$ cat config.mk
export PLATFORM = sky130hd
export DESIGN_NAME = ort_controller
export DESIGN_NICKNAME = d
export VERILOG_FILES = /design/src/hdl/assert_macros.svh /design/src/hdl/ort_pkg.sv /design/src/hdl/ort_controller.sv
export SDC_FILE = /design/constraint.sdc
export NUM_CORES = 1
export LEC_CHECK = 0
export BUFFER_PORTS_ARGS = -buffer_cell sky130_fd_sc_hd__buf_2
export CAP_MARGIN = 15
export CORE_AREA = 2 2 39 41
export CTS_CLUSTER_DIAMETER = 40
export DETAILED_ROUTE_END_ITERATION = 6
export DIE_AREA = 0 0 41 43
export GPL_TIMING_DRIVEN = 0
export PLACE_DENSITY = 0.45
export SKIP_CTS_REPAIR_TIMING = 1
export SLEW_MARGIN = 40
export SYNTH_ARGS = -nofsm -noshare
export SYNTH_HDL_FRONTEND = slang
export SYNTH_SLANG_ARGS = --single-unit
$ cat constraint.sdc
create_clock -name i_clk -period 1.4 [get_ports i_clk]
set_input_delay 0.14 -clock i_clk [delete_from_list [all_inputs] [get_ports i_clk]]
set_output_delay 0.14 -clock i_clk [all_outputs]
set_load 0.005 [all_outputs]
$ cat src/hdl/assert_macros.svh
// assertion helpers shared by the rtl
`ifndef ASSERT_MACROS_SVH
`define ASSERT_MACROS_SVH

// same-cycle implication, held off while reset is low
`define ASSERT_SAME(label, clk, rst_n, ante, cons, msg) \
    label: assert property (@(posedge clk) disable iff (!(rst_n)) (ante) |-> (cons)) \
        else $error(msg);

// next-cycle implication, held off while reset is low
`define ASSERT_NEXT(label, clk, rst_n, ante, cons, msg) \
    label: assert property (@(posedge clk) disable iff (!(rst_n)) (ante) |=> (cons)) \
        else $error(msg);

`endif

$ cat src/hdl/ort_pkg.sv
package ort_pkg;

    localparam int DEPTH_DEF       = 64;
    localparam int ENTRY_WIDTH_DEF = 64;

    localparam int REQ_W    = 2;
    localparam int ENTRY_W  = 64;
    localparam int ROOM_W   = 16;
    localparam int CAP_W    = 7;
    localparam int OCC_W    = 7;
    localparam int STATUS_W = 2;

    localparam int CAP_RESET = 64;

    typedef enum logic [REQ_W-1:0] {
        REQ_INSERT = 2'd0,
        REQ_REMOVE = 2'd1,
        REQ_DRAIN  = 2'd2,
        REQ_RESET  = 2'd3
    } t_req;

    typedef enum logic [STATUS_W-1:0] {
        ST_OK        = 2'd0,
        ST_EMPTY     = 2'd1,
        ST_NO_ROOM   = 2'd2,
        ST_OVERWRITE = 2'd3
    } t_status;

    // controller to datapath
    typedef struct packed {
        logic accept;
        logic emit_entry;
        logic entry_last;
        logic drain_step;
    } t_ctl_cmd;

    // datapath to controller
    typedef struct packed {
        logic slot_free;
        logic start_remove;
        logic start_drain;
        logic drain_last;
    } t_dp_status;

endpackage

$ cat src/hdl/ort_controller.sv
module ort_controller import ort_pkg::*; (
    input  logic       i_clk,
    input  logic       i_rst_n,
    input  logic       i_in_valid,
    output logic       o_in_ready,
    input  t_dp_status i_status,
    output t_ctl_cmd   o_cmd
);

    typedef enum logic [2:0] {
        S_IDLE   = 3'b001,
        S_REMOVE = 3'b010,
        S_DRAIN  = 3'b100
    } t_state;

    t_state r_state, n_state;

    assign o_in_ready = (r_state == S_IDLE) && i_status.slot_free;

    always_comb begin
        n_state          = r_state;
        o_cmd.accept     = 1'b0;
        o_cmd.emit_entry = 1'b0;
        o_cmd.entry_last = 1'b0;
        o_cmd.drain_step = 1'b0;
        unique case (r_state)
            S_IDLE: begin
                if (i_in_valid && i_status.slot_free) begin
                    o_cmd.accept = 1'b1;
                    if (i_status.start_remove) begin
                        n_state = S_REMOVE;
                    end else if (i_status.start_drain) begin
                        n_state = S_DRAIN;
                    end
                end
            end
            S_REMOVE: begin
                // store data arrived the cycle after the read
                if (i_status.slot_free) begin
                    o_cmd.emit_entry = 1'b1;
                    o_cmd.entry_last = 1'b1;
                    n_state          = S_IDLE;
                end
            end
            S_DRAIN: begin
                if (i_status.slot_free) begin
                    o_cmd.emit_entry = 1'b1;
                    o_cmd.entry_last = i_status.drain_last;
                    if (i_status.drain_last) begin
                        n_state = S_IDLE;
                    end else begin
                        o_cmd.drain_step = 1'b1;
                    end
                end
            end
            default: begin
                n_state = S_IDLE;
            end
        endcase
    end

    always_ff @(posedge i_clk) begin
        if (!i_rst_n) begin
            r_state <= S_IDLE;
        end else begin
            r_state <= n_state;
        end
    end

endmodule

# Word level (Yosys, flattened, before mapping)
# Cells that the tools add are included.
dict set report word_totals {
  reg_bits 3
  latchBits 0
  ram_bits 0
  rom_bits 0
  output_inout_bits 5
  word_cells 26
  memories 0
}
dict set report op_classes {
  addsub 0
  mul 0
  n_div 0
  magnitude_cmp 0
  n_eq_ne 8
  shift 0
  mux 14
  bitwise 0
  n_reduce_logical 3
}
# cell count
set ops {}
lappend ops {{$mux W3} 7}
lappend ops {{$pmux W3 S3} 1}
lappend ops {{$ne A2 B2 Y1 const B} 3}
lappend ops {{$reduce_and A5 Y1} 1}
lappend ops {{$mux W1} 4}
lappend ops {{$pmux W2 S2} 1}
lappend ops {{$eq A3 B1 Y1 const B} 1}
lappend ops {{$eq A3 B2 Y1 const B} 1}
lappend ops {{$eq A3 B3 Y1 const B} 1}
lappend ops {{$ne A3 B3 Y1 const B} 1}
lappend ops {{$logic_and A1 B1 Y1} 2}
lappend ops {{$mux W2} 1}
lappend ops {{$ne A2 B1 Y1 const B} 1}

# Depth between registers and ports, before layout
dict set report logic_depth {
  word_depth 4
  ltp_mapped 3
}

# Worst setup path before layout
# Ideal clock, no wire load.
dict set report synth_path {
  path_kind {register -> register}
  startpoint {register r_state[1]}
  endpoint {register r_state[0]}
  setup_time_ns 0.132
  arrival_time_ns 0.823
  required_ns 1.268
  setup_slack_ns 0.445
  path_stages_with_launch 4
  n_path_buf 0
  period_less_slack_ns 0.955
  cell_sequence {dfxtp_1 -> nand2b_1 -> a211oi_2 -> o311ai_1}
}
dict set report synth_via {
  elab_chain_len 3
  word_cells_on_any_way 10
}
# element line_no
set synth_rtl {}
lappend synth_rtl {{start: declaration} ort_controller.sv:16} ;# t_state r_state, n_state;
lappend synth_rtl {{start signal: assignment} ort_controller.sv:66} ;# r_state <= n_state;
lappend synth_rtl {{$eq A3 B1 Y1 (tied with other cells)} ort_controller.sv:26} ;# unique case (r_state)
lappend synth_rtl {{$ne A3 B3 Y1 (no source line) (tied with other cells)} --}
lappend synth_rtl {{$reduce_and A5 Y1 (no source line)} --}
# Several ways; a longest one is shown, not always the timed one.
# A chain may end at the register's enable or synchronous reset.

==> impl_results.md <==
- Die Area: 1760 um^2
- First-pass GRT wire length: 869 um
- Synthesis-to-finish area growth: 48.5%
- #FFs+latches synth: 3
- Cell Pwr Density: 953 nW/um^2
- Slew Limit Fails: 0
- N_diodes: 0
- Chip width: 41 um
- Core footprint: 1380 um^2
- Vias in the first global route: 222
- Synthesized cell area: 209 um^2
- Seq/Total Area, Yosys: 0.287
- CP Capture Type: output port
- Via count: 245
- Setup WS pre-CTS: 0.376 ns
- Syn_area_per_cell: 8.04 um^2
- Layout cells sized above 1: 0.366
- Clock net sink count: 3
- Area of the multi-input gates: 145 um^2
- GRT Total Usage: 0.0773
- # setup viols final: 0
- Largest net degree at the start of global routing: 8
- PortBufs: 11
- Crit-path cells: and3_1 -> and2_1 -> buf_2
- Register area: 60.1 um^2
- Fin Setup TNS: 0 ns
- Synth area leaders: dfxtp_1 (29%), nor3b_1 (11%), nand2b_1 (9.0%)
- Unrepaired setup endpoints after global routing: no
- Clk network pwr share: 0.529
- Clock slew at reported path FFs: 0.04 ns
- Length of the first detailed-routing pass in iterations: 3
- Clk_lat worst skew: 0.24 ns
- Number of max-cap violations: 0
- Synth top area share: 0.287
- Final Wtd Congestion: 0.681
- Root buf cell: clkbuf_4
- Post-detail-place hpwl: 412 um
- Biggest register: r_state
- Leak pwr: 0.129 nW
- Worst Path Arrival: 1.09 ns
- Grt total ovfl: 0
- DRT iter0 DRCs: 10
- Max FFs per register: 3
- TritonCTS clock tree: done
- Crit path buffers/inverters: 1
- # DRC: 0
- Cells after Synth: 26
- Fmax: 814 MHz
- Worst Hold Class: in -> reg
- Switching part of the total power: 0.256
- CP startpoint kind: flop
- CP peak stage delay: 0.41 ns
- Critical path's slowest cell: dfxtp_1
- Crit-path leading delay family: flip-flops
- Critical Path Fanout Max: 7
- Worst Tran Pin Value: 0.238 ns
- Antenna-violating nets left: 0
- Critical Path RT: 1.26 ns
- Wirelength per Cell: 9.12 um
- TritonCTS Buffers: 3
- Drt via density: 4.30
- Slew HR: 0.841
- Total Nets Final: 49
- Cell variety after synth: 17
- Standard-cell row count: 14
- Syn Nets: 33
- Sequential share of power: 0.326
- Outcome: finished clean
- Longest Clk Path Bufs: 2
- Overall die height: 43 um
- Area leader, netlist: dfxtp_1
- Initial antenna violation count: 0
- Final period util: 0.878
- Final WL: 520 um
- I/O pins: 12
- Yosys warnings: 0
- H-tree levels: 1
- Largest regs: r_state (3)
- Worst clock skew: 0.00262 ns
- Sw power: 0.0756 mW
- Internal: 0.220 mW
- VDD IR max: 0.439 mV
- Hold Fails Final Rpt: 0
- Starting density of the core: 0.151
- Kind of critical path: reg -> out
- # fillers: 163
- Logic pwr share: 0.145
- Min Tclk post-route: 1.23 ns
- PnR worst setup slack: 0.171 ns
final timing paths:
kind / depth (start not counted) / slack [ns] / from / end
worst min-delay path: 2 / 0.11 / i_rst_n / r_state[0]$_SDFFE_PN1P_
worst max register to register: 3 / 0.37 / r_state[1]$_SDFFE_PN0P_ / r_state[0]$_SDFFE_PN1P_
worst min register to register: 1 / 0.52 / r_state[2]$_SDFFE_PN0P_ / r_state[1]$_SDFFE_PN0P_
worst max-delay path: 3 / 0.17 / r_state[0]$_SDFFE_PN1P_ / o_cmd[3]
metrics by stage:
step	total power, mW	hold WS (ns)	instances	utilization	cell area [um^2]
finish	0.296	0.109	57	0.224	310
global route	0.325	0.107	57	0.224	310
CTS	0.306	0.0988	57	0.224	310
detailed placement	0.141	0.348	53	0.205	284
global placement	0.142	0.359	53	0.205	284
floorplan	0.119	0.218	26	-	209
kinds of logic after synthesis:
group,count (synthesis),synth area share
buf+inv,1,0.0179
flops,3,0.287
simple gates,15,0.443
compound gates,7,0.252
cell usage in the layout, fill, tap and decap left out, drive strengths merged:
cell type,n
a211oi,1
a21oi,2
a31oi,1
and2,1
and3,2
and4b,1
buf,11
clkbuf,4
dfxtp,3
inv,1
nand2,1
nand2b,3
nand3,1
nor2,1
nor3,2
nor3b,3
o211ai,1
o21a,1
o311ai,1
power by group through the flow:
stage	Combinational, mW	Clock, mW	Sequential [mW]
after floorplan	0.0226	0	0.0964
after global placement	0.0437	0	0.0981
after detailed placement	0.0433	0	0.0978
after CTS	0.0435	0.166	0.0964
after global routing	0.0481	0.180	0.0971
final	0.0429	0.156	0.0964
synthesized netlist by cell type (all sizes together):
| library cell | number |
|---|---|
| a211oi | 1 |
| a21oi | 2 |
| a31oi | 1 |
| and2 | 1 |
| and3 | 2 |
| and4b | 1 |
| dfxtp | 3 |
| inv | 1 |
| nand2 | 1 |
| nand2b | 3 |
| nand3 | 1 |
| nor2 | 1 |
| nor3 | 2 |
| nor3b | 3 |
| o211ai | 1 |
| o21a | 1 |
| o311ai | 1 |
worst reg2reg max path: cells and delay by family (launching register included):
family          cells  cell delay (ns)
compound gates      2             0.36
simple gates        1             0.20
flops               1             0.34
layout make-up:
type | count | share of cell area
clock buffers | 4 | 0.0847
inverters | 1 | 0.0121
multi-input cells | 22 | 0.468
flip-flops and latches | 3 | 0.194
well taps | 16 | 0.0645
repair buffers | 11 | 0.177
routing by layer:
metal / routed length, um / vias to the layer above / GRT usage
met5: 0 / - / 0
li1: - / 130 / -
met4: 0 / 0 / 0.0400
met2: 224 / 9 / 0.0938
met1: 249 / 106 / 0.0932
met3: 46 / 0 / 0.0628
Power figures use the tool's default switching activity.
